==> config.mk <==
export PLATFORM = sky130hd
export DESIGN_NAME = pip_divider
export DESIGN_NICKNAME = d
export VERILOG_FILES = /design/src/design/pip_pkg.sv /design/src/design/pip_divider.sv
export SDC_FILE = /design/constraint.sdc
export NUM_CORES = 1
export LEC_CHECK = 0
export BUFFER_PORTS_ARGS = -buffer_cell sky130_fd_sc_hd__buf_4
export CAP_MARGIN = 20
export CORE_ASPECT_RATIO = 1.1
export CORE_UTILIZATION = 55
export CTS_CLUSTER_SIZE = 14
export DETAILED_ROUTE_END_ITERATION = 7
export HOLD_SLACK_MARGIN = 0.1
export PLACE_DENSITY = 0.78
export SLEW_MARGIN = 20
export SYNTH_ARGS = -nofsm -noshare
export SYNTH_HDL_FRONTEND = slang
export SYNTH_SLANG_ARGS = --single-unit
export TNS_END_PERCENT = 20
==> constraint.sdc <==
create_clock -name clk -period 6.5 [get_ports clk]
set_clock_uncertainty 0.1 [all_clocks]
set_input_delay 0.325 -clock clk [delete_from_list [all_inputs] [get_ports clk]]
set_output_delay 0.325 -clock clk [all_outputs]
set_load 0.005 [all_outputs]
==> src/design/pip_pkg.sv <==
`default_nettype none
package pip_pkg;

    localparam int MAX_VERTICES_DEF = 64;
    localparam int COORD_W = 16;
    localparam int COUNT_OUT_W = 7;
    localparam int DY_W = 18;
    localparam int DX_W = 17;
    localparam int NUM_W = DY_W + DX_W;
    localparam int DEN_W = 17;
    localparam int QUOT_W = NUM_W + 1;
    localparam int CMP_W = QUOT_W + 2;

    localparam logic [1:0] KIND_ADD = 2'd0;
    localparam logic [1:0] KIND_CLOSE = 2'd1;
    localparam logic [1:0] KIND_QUERY = 2'd2;
    localparam logic [1:0] KIND_SPARE = 2'd3;

    localparam logic REG_X_OFFSET = 1'b0;
    localparam logic REG_Y_OFFSET = 1'b1;

    typedef struct packed {
        logic add_en;
        logic rotate_en;
    } cell_ctl_t;

    typedef enum logic [5:0] {
        S_IDLE = 6'b000001,
        S_EVAL = 6'b000010,
        S_MUL  = 6'b000100,
        S_DIV  = 6'b001000,
        S_CMP  = 6'b010000,
        S_ROT  = 6'b100000
    } state_t;

endpackage
`default_nettype wire

==> src/design/pip_divider.sv <==
`default_nettype none
module pip_divider
    import pip_pkg::*;
(
    input  wire                      clk,
    input  wire                      rst_n,
    input  wire                      start,
    input  wire signed [NUM_W-1:0]   num,
    input  wire signed [DEN_W-1:0]   den,
    output logic                     busy,
    output logic                     done,
    output logic signed [QUOT_W-1:0] quot
);

    localparam int STEP_W = $clog2(NUM_W + 1);

    logic [NUM_W-1:0]  work_reg, work_next;
    logic [DEN_W-1:0]  rem_reg, rem_next;
    logic [DEN_W-1:0]  den_reg, den_next;
    logic              neg_reg, neg_next;
    logic [STEP_W-1:0] step_reg, step_next;
    logic              busy_reg, busy_next;
    logic              done_reg, done_next;
    logic [DEN_W:0]    trial;
    logic [DEN_W:0]    diff;

    assign trial = {rem_reg, work_reg[NUM_W-1]};
    assign diff = trial - {1'b0, den_reg};

    always_comb
    begin
        work_next = work_reg;
        rem_next = rem_reg;
        den_next = den_reg;
        neg_next = neg_reg;
        step_next = step_reg;
        busy_next = busy_reg;
        done_next = 1'b0;
        if (start)
        begin
            work_next = num[NUM_W-1] ? NUM_W'(-num) : NUM_W'(num);
            den_next = den[DEN_W-1] ? DEN_W'(-den) : DEN_W'(den);
            neg_next = num[NUM_W-1] ^ den[DEN_W-1];
            rem_next = '0;
            step_next = '0;
            busy_next = 1'b1;
        end
        else if (busy_reg)
        begin
            if (!diff[DEN_W])
            begin
                rem_next = diff[DEN_W-1:0];
                work_next = {work_reg[NUM_W-2:0], 1'b1};
            end
            else
            begin
                rem_next = trial[DEN_W-1:0];
                work_next = {work_reg[NUM_W-2:0], 1'b0};
            end
            step_next = step_reg + STEP_W'(1);
            if (step_reg == STEP_W'(NUM_W - 1))
            begin
                busy_next = 1'b0;
                done_next = 1'b1;
            end
        end
    end

    always_ff @(posedge clk or negedge rst_n)
    begin
        if (!rst_n)
        begin
            busy_reg <= 1'b0;
            done_reg <= 1'b0;
            step_reg <= '0;
        end
        else
        begin
            busy_reg <= busy_next;
            done_reg <= done_next;
            step_reg <= step_next;
        end
    end

    always_ff @(posedge clk)
    begin
        work_reg <= work_next;
        rem_reg <= rem_next;
        den_reg <= den_next;
        neg_reg <= neg_next;
    end

    assign busy = busy_reg;
    assign done = done_reg;
    assign quot = neg_reg ? -$signed({1'b0, work_reg}) : $signed({1'b0, work_reg});

endmodule
`default_nettype wire

# [Word-level counts from Yosys, hierarchy flattened]
# Index checks and enable logic that the tools add are counted.
# W data, S select, Z words.
[word_totals] regBits=78 input_bits=55 output_inout_bits=38
[classes] add_sub_neg=5 eq_ne=1 mux=15 bitwise=1 n_reduce_logical=1
[op_table] operator="$mux W35" n=3
[op_table] operator="$mux W36" n=1
[op_table] operator="$neg A35 Y36" n=1
[op_table] operator="$neg A35 Y35" n=1
[op_table] operator="$sub A18 B17 Y18" n=1
[op_table] operator="$mux W17" n=1
[op_table] operator="$neg A17 Y17" n=1
[op_table] operator="$mux W16" n=1
[op_table] operator="$mux W6" n=2
[op_table] operator="$mux W1" n=7
[op_table] operator="$add A6 B1 Y6 const B" n=1
[op_table] operator="$eq A6 B6 Y1 const B" n=1
[op_table] operator="$reduce_bool A2 Y1" n=1
[op_table] operator="$xor A1 B1 Y1" n=1

# [Logic depth before layout (Yosys ltp)]
[logic_depth] word_depth=4 ltp_mapped=11 depth_no_buf=10

# [Worst setup path after synthesis]
# OpenSTA, ideal clock, no wires.
[synth_path] kind="input -> register" from="input num[13]" to="register work_reg[28] (data pin)" setup_ns=0.270 arrival_ns=2.561 path_slack_ns=3.568 path_stages=7 n_path_buf=0 path_cell_list="or4_4 > or4_4 > or3_4 > or4_4 > o31ai_4 > xor2_1 > a21oi_1"
[synth_between] elab_chain_cells=3
[synth_lines] item="from (decl)" line="pip_divider.sv:8" source="input wire signed [NUM_W-1:0] num,"
[synth_lines] item="$neg A35 Y35" line="pip_divider.sv:41" source="work_next = num[NUM_W-1] ? NUM_W'(-num) : NUM_W'(num);"
[synth_lines] item="$mux W35" line="pip_divider.sv:41"
[synth_lines] item="$mux W35" line="pip_divider.sv:39" source="if (start)"
[synth_lines] item="named net work_next[28]" line="pip_divider.sv:17" source="logic [NUM_W-1:0] work_reg, work_next;"
[synth_lines] item="to (signal assigned)" line="pip_divider.sv:87" source="work_reg <= work_next;"
[synth_lines] item="to (decl)" line="pip_divider.sv:17"
# The timed path passes the listed nets, and every way through them passes these cells.
# A chain may end at the register's enable or synchronous reset.

# [Worst setup path in the final report]
[layout_path] from="register work_reg[13]" to="output quot[32]"
[layout_between] elab_chain_cells=2
[layout_lines] item="$neg A35 Y36" line="pip_divider.sv:95" source="assign quot = neg_reg ? -$signed({1'b0, work_reg}) : $signed({1'b0, work_reg});"
[layout_lines] item="$mux W36" line="pip_divider.sv:95"
[layout_lines] item="to (decl)" line="pip_divider.sv:12" source="output logic signed [QUOT_W-1:0] quot"
# Every way passes these cells.

==> flow_summary.json <==
{
  "outcome": "completed",
  "r2r_setup_slack_ps": 3380,
  "cts_resized": 0,
  "ys.flop_type": "edfxtp_1",
  "groute.layer.met3.usage": 0.0519,
  "gr-usage-all-layers": 0.255,
  "drt_first_iter_violations": 264,
  "finalCritPeriodShare": 0.515,
  "finalWeightedCongestion": 0.909,
  "layout_common_cells": "buf_4 (94), nor2_1 (62), xnor2_1 (57), nand2_1 (53), edfxtp_1 (53)",
  "die_area_sq_mm": 0.0108,
  "drc_errors": 0,
  "criticalPathCategory": "register to primary output",
  "cts_setup_buffers": 0,
  "synth_enable_flop_cells": 53,
  "post_place_setup_slack_ps": 3350,
  "syn_avg_cell_area_sq_um": 8.95,
  "layout.nets": 798,
  "worst_hold_path_type": "input pin to register",
  "timing.critical_path.from": "work_reg[13]",
  "grt-ovfl-total": 0,
  "crit_path_max_fanout": 5,
  "cts_tree": "built",
  "first_pass_grt_wire_length_microns": 22200,
  "grt_util_met1": 0.311,
  "place_hpwl_microns": 9870,
  "synth_seq_cells": 78,
  "crit-reg2reg-launch": "den_reg[10]",
  "worstReg2RegEnd": "rem_reg[8]",
  "synthCells": 640,
  "ys.warnings.count": 0,
  "die_width_microns": 99.3,
  "cp-endpoint": "quot[32]",
  "synthDominantCellAreaShare": 0.278,
  "vias_per_cell": 5.95,
  "arrival_ps": 2920,
  "ir_worst_vdd_uv": 147,
  "layout.filler_cells": 827,
  "largest_reg_flops": 35,
  "core_area_sq_mm": 0.00998,
  "maxCapViolCount": 0,
  "netlist_top_cells_area": "edfxtp_1 (28%), xnor2_1 (8.7%), xor2_1 (6.1%)",
  "timing.critical_path.to_type": "primary output",
  "initial_utilization": 0.574,
  "maximum_clock_rate_mhz": 299,
  "tightest_slew_ps": 1020,
  "synthArstFlopShare": 0.103,
  "io_buffer_count": 92,
  "clockBufferDepth": 2,
  "final_critical_path_setup_slack_ps": 3150,
  "setup_viol_count_final": 0,
  "timing.critical_path.required_ps": 6070,
  "clkTransAtPathRegs_ps": 80,
  "grt.met2_usage": 0.453,
  "root_buffer": "clkbuf_8",
  "total_leakage_power_nw": 2.70,
  "drive_gt1_frac": 0.171,
  "postRouteWirelength_microns": 13300,
  "grt_antenna_before_repair": 0,
  "pin_count": 93,
  "fin_crit_ps": 3350,
  "finalMaxSlewViolations": 0,
  "via_count": 5026,
  "diodes": 0,
  "stdcell_count": 845,
  "synth.yosys.seq_area_share": 0.372,
  "placedCellCount": 826,
  "detail_route.wl_per_cell_microns": 15.7,
  "powerDensity_mw_per_mm2": 230,
  "first_global_vias": 4836,
  "insertion_delay_ps": 360,
  "ant_nets": 0,
  "die_h_microns": 109,
  "slew_headroom": 0.319,
  "synth.cell_area_sq_mm": 0.00573,
  "worstRegToRegCells": 9,
  "ctsHtreeMaxLevel": 3,
  "finalCoreUtilization": 0.674,
  "std_cell_rows": 38,
  "synth.distinct_cells": 58,
  "tritoncts.num_buffers": 9,
  "hold_viol_final": 0,
  "setup_total_neg_slack_ps": 0,
  "area_growth_syn_to_layout_pct": 17.5,
  "grt_setup_unrepaired": "false",
  "detailedRoute.firstPassIterationCount": 5,
  "synth_nets": 718,
  "clock_sink_count": 78,
  "timing.critical_path.from_type": "register",
  "p_total_mw": 1.55,
  "yosysTopAreaCell": "edfxtp_1",
  "grt_max_degree": 57,
  "layout.cells.most_common": "buf_4",
  "grt.busiest_layer": "met2"
}
## kinds of logic (layout without fill, tap and decap cells)
| group | Yosys count | in the layout | synth area share |
|---|---|---|---|
| adders and majority gates | 23 | 23 | 0.0515 |
| DFF | 78 | 78 | 0.372 |
| AOI/OAI and AO/OA | 167 | 167 | 0.188 |
| buffers and inverters | 57 | 142 | 0.0382 |
| and+or+nand+nor | 202 | 202 | 0.174 |
| muxes | 16 | 16 | 0.0284 |
| xor gates and xnor gates | 97 | 97 | 0.148 |
## where the power goes
group	internal [mW]	total [mW]	switching, mW
clock	0.197	0.379	0.182
sequential	0.597	0.655	0.0586
combinational	0.259	0.513	0.254
## layer usage
layer,wire length [microns],vias to the layer above,part of all wire
met5,0,-,0
met4,225,0,0.017
met3,821,22,0.062
met2,6680,173,0.50
met1,5570,2365,0.42
li1,-,2466,-
## timing repair
action	4_1_cts	5_1_grt
hold buffers	2	0
setup endpoints to repair	0	0
hold endpoints to repair	9	0
## layout make-up
type	count	area [sq um]	share of cell area
Multi-Input combinational cell	505	3390	0.503
Sequential cell	78	2130	0.317
Timing Repair Buffer	97	741	0.110
Clock buffer	13	191	0.0284
Tap cell	120	150	0.0223
Inverter	29	109	0.0162
Clock inverter	3	22.5	0.00335
## critical path, cell delays in order (launching register included)
cell	delay [ps]
edfxtp_1	450
or4_1	570
nor3_1	260
nand4b_1	170
or2_2	370
nand2b_1	180
o21ai_0	230
xnor2_1	180
buf_4	150
## cells in the mapped netlist (all sizes together), types with 9 or more instances
cell / number
a21oi: 51
dfxtp: 17
o41ai: 11
mux2i: 14
nand2: 53
nand3: 10
o21ai: 41
ha: 22
xor2: 40
a211oi: 15
nand2b: 15
nor3: 10
clkbuf: 22
nor2: 62
or3: 9
o31ai: 25
inv: 29
xnor2: 57
edfxtp: 53
## through the flow
stage                     hold slack (ps)  area [sq um]
after floorplan                     -70.6          5730
after global placement               44.1          6480
after detailed placement             48.7          6480
after CTS                             150          6720
after global routing                  158          6730
final                                 163          6730
## how the worst min path moves through the flow
| stage | from | to | slack, ps | cells after the start |
|---|---|---|---|---|
| final | den[5] | den_reg[5] | 160 | 2 |
| after global routing | den[15] | den_reg[16] | 160 | 2 |
| after CTS | den[5] | den_reg[5] | 150 | 2 |
| after detailed placement | rst_n | done | 50 | 1 |
| after global placement | rst_n | done | 40 | 1 |
| after floorplan | rst_n | busy | -70 | 0 |
No activity file was read; power rests on OpenSTA's default activity.
