<file path="src/design/pip_pkg.sv">
`default_nettype none
package pip_pkg;

    localparam int MAX_VERTICES_DEF = 64;
    localparam int COORD_W = 16;
    localparam int COUNT_OUT_W = 7;
    localparam int DY_W = 18;
    localparam int DX_W = 17;
    localparam int NUM_W = DY_W + DX_W;
    localparam int DEN_W = 17;
    localparam int QUOT_W = NUM_W + 1;
    localparam int CMP_W = QUOT_W + 2;

    localparam logic [1:0] KIND_ADD = 2'd0;
    localparam logic [1:0] KIND_CLOSE = 2'd1;
    localparam logic [1:0] KIND_QUERY = 2'd2;
    localparam logic [1:0] KIND_SPARE = 2'd3;

    localparam logic REG_X_OFFSET = 1'b0;
    localparam logic REG_Y_OFFSET = 1'b1;

    typedef struct packed {
        logic add_en;
        logic rotate_en;
    } cell_ctl_t;

    typedef enum logic [5:0] {
        S_IDLE = 6'b000001,
        S_EVAL = 6'b000010,
        S_MUL  = 6'b000100,
        S_DIV  = 6'b001000,
        S_CMP  = 6'b010000,
        S_ROT  = 6'b100000
    } state_t;

endpackage
`default_nettype wire

</file>
<file path="src/design/pip_cell.sv">
`default_nettype none
module pip_cell
    import pip_pkg::*;
#(
    parameter int INDEX = 0,
    parameter int CNT_W = 7
) (
    input  wire                       clk,
    input  cell_ctl_t                 ctl,
    input  wire [CNT_W-1:0]           count,
    input  wire signed [COORD_W-1:0]  load_x,
    input  wire signed [COORD_W-1:0]  load_y,
    input  wire signed [COORD_W-1:0]  next_x,
    input  wire signed [COORD_W-1:0]  next_y,
    input  wire signed [COORD_W-1:0]  head_x,
    input  wire signed [COORD_W-1:0]  head_y,
    output logic signed [COORD_W-1:0] x,
    output logic signed [COORD_W-1:0] y
);

    logic signed [COORD_W-1:0] x_reg, x_next;
    logic signed [COORD_W-1:0] y_reg, y_next;
    logic                      in_ring;
    logic                      is_last;

    assign in_ring = CNT_W'(INDEX) < count;
    assign is_last = CNT_W'(INDEX) == (count - CNT_W'(1));

    always_comb
    begin
        x_next = x_reg;
        y_next = y_reg;
        if (ctl.add_en && (count == CNT_W'(INDEX)))
        begin
            x_next = load_x;
            y_next = load_y;
        end
        else if (ctl.rotate_en && in_ring)
        begin
            x_next = is_last ? head_x : next_x;
            y_next = is_last ? head_y : next_y;
        end
    end

    always_ff @(posedge clk)
    begin
        x_reg <= x_next;
        y_reg <= y_next;
    end

    assign x = x_reg;
    assign y = y_reg;

endmodule
`default_nettype wire

</file>
<file path="config.mk">
export PLATFORM = sky130hd
export DESIGN_NAME = pip_cell
export DESIGN_NICKNAME = d
export VERILOG_FILES = /design/src/design/pip_pkg.sv /design/src/design/pip_cell.sv
export SDC_FILE = /design/constraint.sdc
export NUM_CORES = 1
export LEC_CHECK = 0
export BUFFER_PORTS_ARGS = -buffer_cell sky130_fd_sc_hd__buf_4
export CAP_MARGIN = 5
export CORE_ASPECT_RATIO = 1.75
export CORE_MARGIN = 2
export CORE_UTILIZATION = 47
export CTS_BUF_LIST = sky130_fd_sc_hd__clkbuf_8
export CTS_CLUSTER_DIAMETER = 200
export DETAILED_ROUTE_END_ITERATION = 10
export GPL_TIMING_DRIVEN = 0
export PLACE_DENSITY_LB_ADDON = 0.25
export SLEW_MARGIN = 20
export SYNTH_ARGS = -nofsm -noshare
export SYNTH_HDL_FRONTEND = slang
export SYNTH_SLANG_ARGS = --single-unit
</file>
<file path="constraint.sdc">
create_clock -name clk -period 3.7 [get_ports clk]
set_input_delay 0.74 -clock clk [delete_from_list [all_inputs] [get_ports clk]]
set_output_delay 0.74 -clock clk [all_outputs]
set_load 0.03 [all_outputs]
</file>
* Word-level counts from Yosys, hierarchy flattened
Cells that the tools add are included.
** Word-level totals
- Flip-flop bits (word level) :: 32
- Latch bits :: 0
- RAM bits :: 0
- ROM bits :: 0
- Input bits :: 106
- Output and inout port bits :: 32
- Logic and storage cells :: 15
- Memories kept :: 0
** Operators by class
- $add $sub $neg :: 1
- Multiply operators :: 0
- Div/mod/pow operators :: 0
- Magnitude comparators :: 1
- Equal/unequal tests :: 0
- Shifts and indexed selects :: 0
- Multiplexer cells :: 6
- Bitwise gates (word level) :: 0
- Reductions and logical operators :: 5
** Operator list (count)
- 16-bit two-way mux :: 6
- 7-bit logical NOT :: 2
- 1-bit by 7-bit < comparator with 1-bit output (first input constant) :: 1
- 7-bit by 1-bit subtractor with 7-bit output (second input constant) :: 1
- 1-bit logical AND :: 2
- 2-bit nonzero test :: 1

* Logic depth before layout (Yosys ltp)
Gate-level depths: netlist (run 1).
- Word-level depth :: 5
- Mapped depth :: 6
- Gate-level depth less buffers :: 3

* Worst setup path after synthesis (run 1)
Ideal clock, no wire load.
- Path kind :: input-to-reg
- From :: input port count[3]
- To :: register x_reg[0] (netlist: x[0]), enable pin
- Library setup time :: 0.389 ns
- Arrival :: 2.286 ns
- Required time :: 3.311 ns
- Path slack :: 1.025 ns
- Stages :: 4
- Buffers on the path :: 1
- Cells stage by stage :: nor4_4 -> buf_6 -> nand3b_1 -> mux2_1
** Between the ends
- Cells in the longest elaborated chain, start to end :: 3
- Elaborated cells on any way between the ends :: 5
- Those cells by class :: 1 x order compare; 4 x reduce/logical
** Ends and longest elaborated chain
- from (decl) :: RTL line pip_cell.sv:10 : input wire [CNT_W-1:0] count,
- 1-bit by 7-bit < comparator with 1-bit output or 7-bit logical NOT (tied branches) :: RTL line pip_cell.sv:26, pip_cell.sv:33
- 1-bit logical AND (on tied branches) :: RTL line pip_cell.sv:38, pip_cell.sv:33
- 2-bit nonzero test (no line) *
- to (signal assigned) :: RTL line pip_cell.sv:47 : x_reg <= x_next;
- to (decl) :: RTL line pip_cell.sv:21 : logic signed [COORD_W-1:0] x_reg, x_next;
Mark *: on every way between the ends. The rest lies on a longest branch, timed or not.
A chain may end at the register's enable or synchronous reset.

* Worst setup path in the final report (run 1)
- From :: input port count[5]
- To :: register x_reg[12] (netlist: x[12]), enable pin
Same word-level chain as after synthesis.

==> impl_metrics.env, run 1 <==
export IMPL_initial_core_util_pct=48.1
export IMPL_cts_buffers=5
export IMPL_fin_cells=354
export IMPL_fmax_mhz=369
export IMPL_worst_path_max_fanout=32
export IMPL_crit_end="x[12]"
export IMPL_netlist_instances=160
export IMPL_synth_edf_count=32
export IMPL_die_h_um=92.4
export IMPL_async_flop_share_pct=0
export IMPL_status="finished clean"
export IMPL_grt_max_degree=33
export IMPL_yosysSeqAreaShare_pct=45.8
export IMPL_fp_dieW_um=54.5
export IMPL_yosys_warnings=0
export IMPL_io_pins=138
export IMPL_cts_root_buf="clkbuf_8"
export IMPL_synth_cell_types=16
export IMPL_clk_path_buf_depth=2
export IMPL_crit_type="in2reg"
export IMPL_yosys_most_used_dff="edfxtp_1"
export IMPL_core_um2=4360
export IMPL_rsz0062_at_grt="no"
export IMPL_diodes=0
export IMPL_hold_depth=2
export IMPL_hold_path_class="in2reg"
export IMPL_hold_buffers=0
export IMPL_core_rowCount=32
export IMPL_grt_pass1_wl_um=10400
export IMPL_port_buffers=135
export IMPL_cts_sinks=32
export IMPL_dp_hpwl_um=5290
export IMPL_finalSetupTns_ns=0
export IMPL_p_per_area_nw_per_um2=329
export IMPL_slew_headroom_pct=45.9
export IMPL_placed_cells=346
export IMPL_cap_violations=0
export IMPL_vias_per_cell=6.18
export IMPL_synth_avg_cell_area_um2=13.1
export IMPL_worst_slew_pin_slew_ns=0.811
export IMPL_synth_nets=266
export IMPL_crit_start="count[5]"
export IMPL_dieArea_um2=5040
export IMPL_gr_usage_all_layers_pct=28.1
export IMPL_ant_nets=0
export IMPL_routedWlPerCell_um=19.4
export IMPL_yosys_top_cells_area="edfxtp_1 (46%), a221o_1 (15%), a41o_1 (14%), nor3b_1 (11%), buf_12 (2.9%)"
export IMPL_end_kind="flip-flop"
export IMPL_arrival_ns=2.62
export IMPL_grt_overflow_total=0
export IMPL_p_leak_uw=0.00160
export IMPL_ir_worst_vdd_mv=0.254
export IMPL_wirelength_um=6880
export IMPL_min_period_ns=2.71
export IMPL_min_from="head_y[1]"
export IMPL_drc=0
export IMPL_antenna_found_initial=0
export IMPL_seq_area_um2=961
export IMPL_syn2layout_area_growth_pct=56.4
export IMPL_fill_cells=316
export IMPL_startpoint_type="primary input"
export IMPL_setup_viol=0
export IMPL_cts_tree="built"
export IMPL_place_congestion=0.836
export IMPL_clk_pin_slew_ns=0.07
export IMPL_drive_above_1_share_pct=53.1
export IMPL_cts_resized=0
export IMPL_synth_top_area_share_pct=45.8
export IMPL_syn_area_um2=2100
export IMPL_worstPathRequired_ns=3.61
export IMPL_h_tree_depth=2
export IMPL_hold_viol_final=0
export IMPL_drv_slew=0
export IMPL_multi_input_area_um2=952
export IMPL_netlist_top_cells_count="a221o_1 (32), edfxtp_1 (32), nor3b_1 (32), a41o_1 (29), clkbuf_1 (12)"
export IMPL_drtIter0Drc=76
export IMPL_fin_crit_sh_pct=73.3
export IMPL_synth_largest_area_cell="edfxtp_1"
export IMPL_layout_nets=408
export IMPL_synth_seq_cells=32
export IMPL_first_global_vias=2229
export IMPL_cts_setup_buffers=0
export IMPL_first_pass_iters=4
export IMPL_vias=2186
critical path, cell delays in order:
cell      delay [ns]
buf_4           0.11
nor2_1          0.51
buf_2           0.35
nand3b_1        0.12
mux2_2          0.78
final cells by class:
| class | count | share of cell area [%] |
|---|---|---|
| Sequential cell | 32 | 29.3 |
| Timing Repair Buffer | 135 | 30.9 |
| Clock inverter | 3 | 1.18 |
| Multi-Input combinational cell | 103 | 29.0 |
| Buffer | 25 | 5.68 |
| Clock buffer | 5 | 2.10 |
| Tap cell | 51 | 1.94 |
per-stage QoR:
step / total power (uW) / setup WS [ns] / area, um^2 / util [%] / hold WS (ns)
after floorplan: 601 / 1.03 / 2100 / - / 0.954
after global placement: 753 / 0.392 / 3180 / 72.8 / 1.04
after detailed placement: 759 / 0.720 / 3180 / 72.8 / 1.04
after CTS: 1080 / 1.00 / 3280 / 75.3 / 0.746
after global routing: 1120 / 0.860 / 3280 / 75.3 / 0.747
final: 1080 / 0.987 / 3280 / 75.3 / 0.748
power by group:
group	switching (uW)	total, uW	internal, uW
Combinational	154	306	152
Sequential	9.03	447	438
Clock	132	329	197
routing by layer:
layer | vias up | part of all wire [%] | track usage, % | wire length, um
li1 | 1001 | - | - | -
met1 | 1047 | 33 | 29.1 | 2290
met2 | 122 | 58 | 51.3 | 3970
met3 | 16 | 6.6 | 5.32 | 451
met4 | 0 | 2.5 | 11.9 | 172
met5 | - | 0 | 0 | 0
cells by family after synthesis:
family / Yosys count / share of synthesized area (%)
AO/OA/AOI/OAI: 64 / 30.7
AND/OR/NAND/NOR: 38 / 14.1
flip-flops: 32 / 45.8
multiplexers: 1 / 0.536
buffers and inverters: 25 / 8.88
worst min path at each step:
stage	slack (ns)	to
after floorplan	0.95	x[15]
after global placement	1.04	y[5]
after detailed placement	1.04	y[5]
after CTS	0.75	y[5]
after global routing	0.75	y[6]
final	0.75	y[1]
placed cells by master, fill, tap and decap left out, drive strengths merged:
| cell | n |
|---|---|
| a221o | 32 |
| a41o | 32 |
| and3 | 1 |
| buf | 148 |
| bufinv | 1 |
| clkbuf | 17 |
| clkinv | 1 |
| edfxtp | 32 |
| inv | 1 |
| mux2 | 1 |
| nand2 | 1 |
| nand3b | 1 |
| nor2 | 1 |
| nor2b | 1 |
| nor3b | 32 |
| nor4 | 1 |
Note: power is estimated with default switching activity, not from simulation.
==> run 2, diff against run 1 <==
ABC_AREA = 1   (was default)
CORE_UTILIZATION = 40   (was 47)
clock period = 2.36 ns   (was 3.7 ns; I/O delays follow)
==> impl_metrics.env, run 2 <==
export IMPL_end_kind="flip-flop"
export IMPL_muxShareOfSynthArea_pct=0
export IMPL_grt_overflow_total=0
export IMPL_postLayoutCoreUtil_pct=62.5
export IMPL_synth_edf_count=32
export IMPL_port_buffers=136
export IMPL_synth_simple_area_share_pct=39.9
export IMPL_wirelength_um=6260
export IMPL_worstPathRequired_ns=2.27
export IMPL_core_um2=5540
export IMPL_routedWlPerCell_um=12.1
export IMPL_yosys_cell_count_top_type="nand3_1"
export IMPL_min_period_ns=1.94
export IMPL_yosys_most_used_dff="edfxtp_1"
export IMPL_dieArea_um2=6300
export IMPL_synth_top_area_share_pct=42.4
export IMPL_rsz0062_at_grt="no"
export IMPL_placed_cells=509
export IMPL_ir_worst_vdd_mv=0.260
export IMPL_grt_pass1_wl_um=9760
export IMPL_async_flop_share_pct=0
export IMPL_p_leak_uw=0.00196
export IMPL_gr_usage_all_layers_pct=20.2
export IMPL_hold_buffers=0
export IMPL_vias=2379
export IMPL_fin_crit_sh_pct=82.0
export IMPL_dp_hpwl_um=4870
export IMPL_die_h_um=104
export IMPL_synth_nets=403
export IMPL_hold_path_class="in2reg"
export IMPL_worst_slew_pin_slew_ns=0.765
export IMPL_syn2layout_area_growth_pct=52.8
export IMPL_drive_above_1_share_pct=40.7
export IMPL_synth_adder_area_share_pct=0
export IMPL_fin_cells=516
export IMPL_cap_violations=0
export IMPL_clk_pin_slew_ns=0.07
export IMPL_cts_tree="built"
export IMPL_synth_top_family_by_area="simple AND/OR/NAND/NOR gates"
export IMPL_initial_core_util_pct=40.9
export IMPL_drtIter0Drc=90
export IMPL_synth_cell_types=18
export IMPL_ant_nets=0
export IMPL_p_sw_share_pct=28.9
export IMPL_drc=0
export IMPL_hold_viol_final=0
export IMPL_antenna_found_initial=0
export IMPL_diodes=0
export IMPL_syn_area_um2=2260
export IMPL_cts_root_buf="clkbuf_8"
export IMPL_yosysSeqAreaShare_pct=42.4
export IMPL_drv_slew=0
export IMPL_fp_dieW_um=60.9
export IMPL_synth_avg_cell_area_um2=7.63
export IMPL_io_pins=138
export IMPL_clkPwrFrac_pct=25.9
export IMPL_core_rowCount=36
export IMPL_cts_setup_buffers=0
export IMPL_vias_per_cell=4.61
export IMPL_first_pass_iters=4
export IMPL_layout_nets=546
export IMPL_worst_path_max_fanout=32
export IMPL_slew_headroom_pct=48.8
export IMPL_cts_buffers=5
export IMPL_combPwrFrac_pct=28.5
export IMPL_first_global_vias=2202
export IMPL_internal_power_uw=1080
export IMPL_status="finished clean"
export IMPL_fill_cells=540
export IMPL_clk_path_buf_depth=2
export IMPL_place_congestion=0.814
export IMPL_netlist_instances=297
export IMPL_yosys_top_cells_area="edfxtp_1 (42%), nand3_1 (19%), nand2_1 (11%), inv_1 (11%), nand3_2 (4.0%)"
export IMPL_h_tree_depth=2
export IMPL_cts_sinks=32
export IMPL_crit_type="in2reg"
export IMPL_cts_resized=0
export IMPL_layout_commonest_cell="buf_4"
export IMPL_power_switching_uw=440
export IMPL_synth_xor_area_share_pct=0
export IMPL_arrival_ns=1.84
export IMPL_layout_common_cells="buf_4 (137), nand3_1 (87), inv_1 (68)"
export IMPL_fmax_mhz=517
export IMPL_setup_viol=0
export IMPL_synth_seq_cells=32
export IMPL_synth_compound_area_share_pct=0.221
export IMPL_startpoint_type="primary input"
export IMPL_grt_max_degree=33
export IMPL_p_per_area_nw_per_um2=440
export IMPL_synth_largest_area_cell="edfxtp_1"
export IMPL_netlist_top_cells_count="nand3_1 (87), nand2_1 (68), inv_1 (67), edfxtp_1 (32), nand3_2 (9)"
export IMPL_seqPwrFrac_pct=45.6
export IMPL_yosys_warnings=0
## run 2: cell types whose count changed after synthesis, sizes merged, moves of 6 or more
cell,before,now
a221o,32,0
a41o,32,0
clkbuf,12,5
inv,0,69
nand2,1,72
nand3,0,97
nor2,1,7
nor3b,32,0
## run 2: stage by stage
stage,setup WS (ns),TNS (ns),cell area (um^2),power (uW),hold WS [ns]
6_report,0.424,0,3460,1520,0.490
5_1_grt,0.332,0,3460,1580,0.490
4_1_cts,0.407,0,3460,1530,0.484
3_5_place_dp,0.116,0,3380,1140,0.780
3_3_place_gp,-0.303,-9.62,3380,1130,0.774
2_1_floorplan,0.211,0,2260,911,0.689
## run 2: final timing paths
check	to	from	slack, ns	depth (start not counted)
setup / recovery	x[12]	count[5]	0.42	7
hold / removal	x[1]	load_x[1]	0.49	3
## run 2: kinds of logic (layout without fill, tap and decap cells)
| family | Yosys count | after routing |
|---|---|---|
| AOI/OAI and AO/OA | 1 | 1 |
| and+or+nand+nor | 176 | 176 |
| DFF | 32 | 32 |
| buffers and inverters | 88 | 231 |
## run 2: power groups by stage
stage / clock network, uW / logic (uW) / registers, uW
2_1_floorplan: 0 / 104 / 807
3_3_place_gp: 0 / 430 / 705
3_5_place_dp: 0 / 435 / 706
4_1_cts: 396 / 436 / 694
5_1_grt: 414 / 469 / 699
6_report: 394 / 434 / 693
## run 2: worst max-delay path, stage by stage
cell     delay (ns)
buf_4          0.12
nor2_4         0.16
nand2_2        0.11
nor2_8         0.15
nand2_4        0.10
buf_6          0.15
nand2_2        0.56
## run 2: cell type report
type                       instances  area (um^2)  area share, %
buffer                            19          136           3.94
sequential                        32          961           27.8
inverter                          69          259           7.48
tap                               76         95.1           2.75
timing repair buffer             136         1020           29.5
clock buffer                       5         68.8           1.99
clock inverter                     2         8.76          0.253
multi-input combinational        177          911           26.3
## run 2: routing by layer
layer | part of all wire (%) | track usage, %
met5 | 0 | 0
met4 | 2.4 | 8.07
met3 | 6.5 | 4.00
met2 | 57 | 37.5
met1 | 34 | 20.5
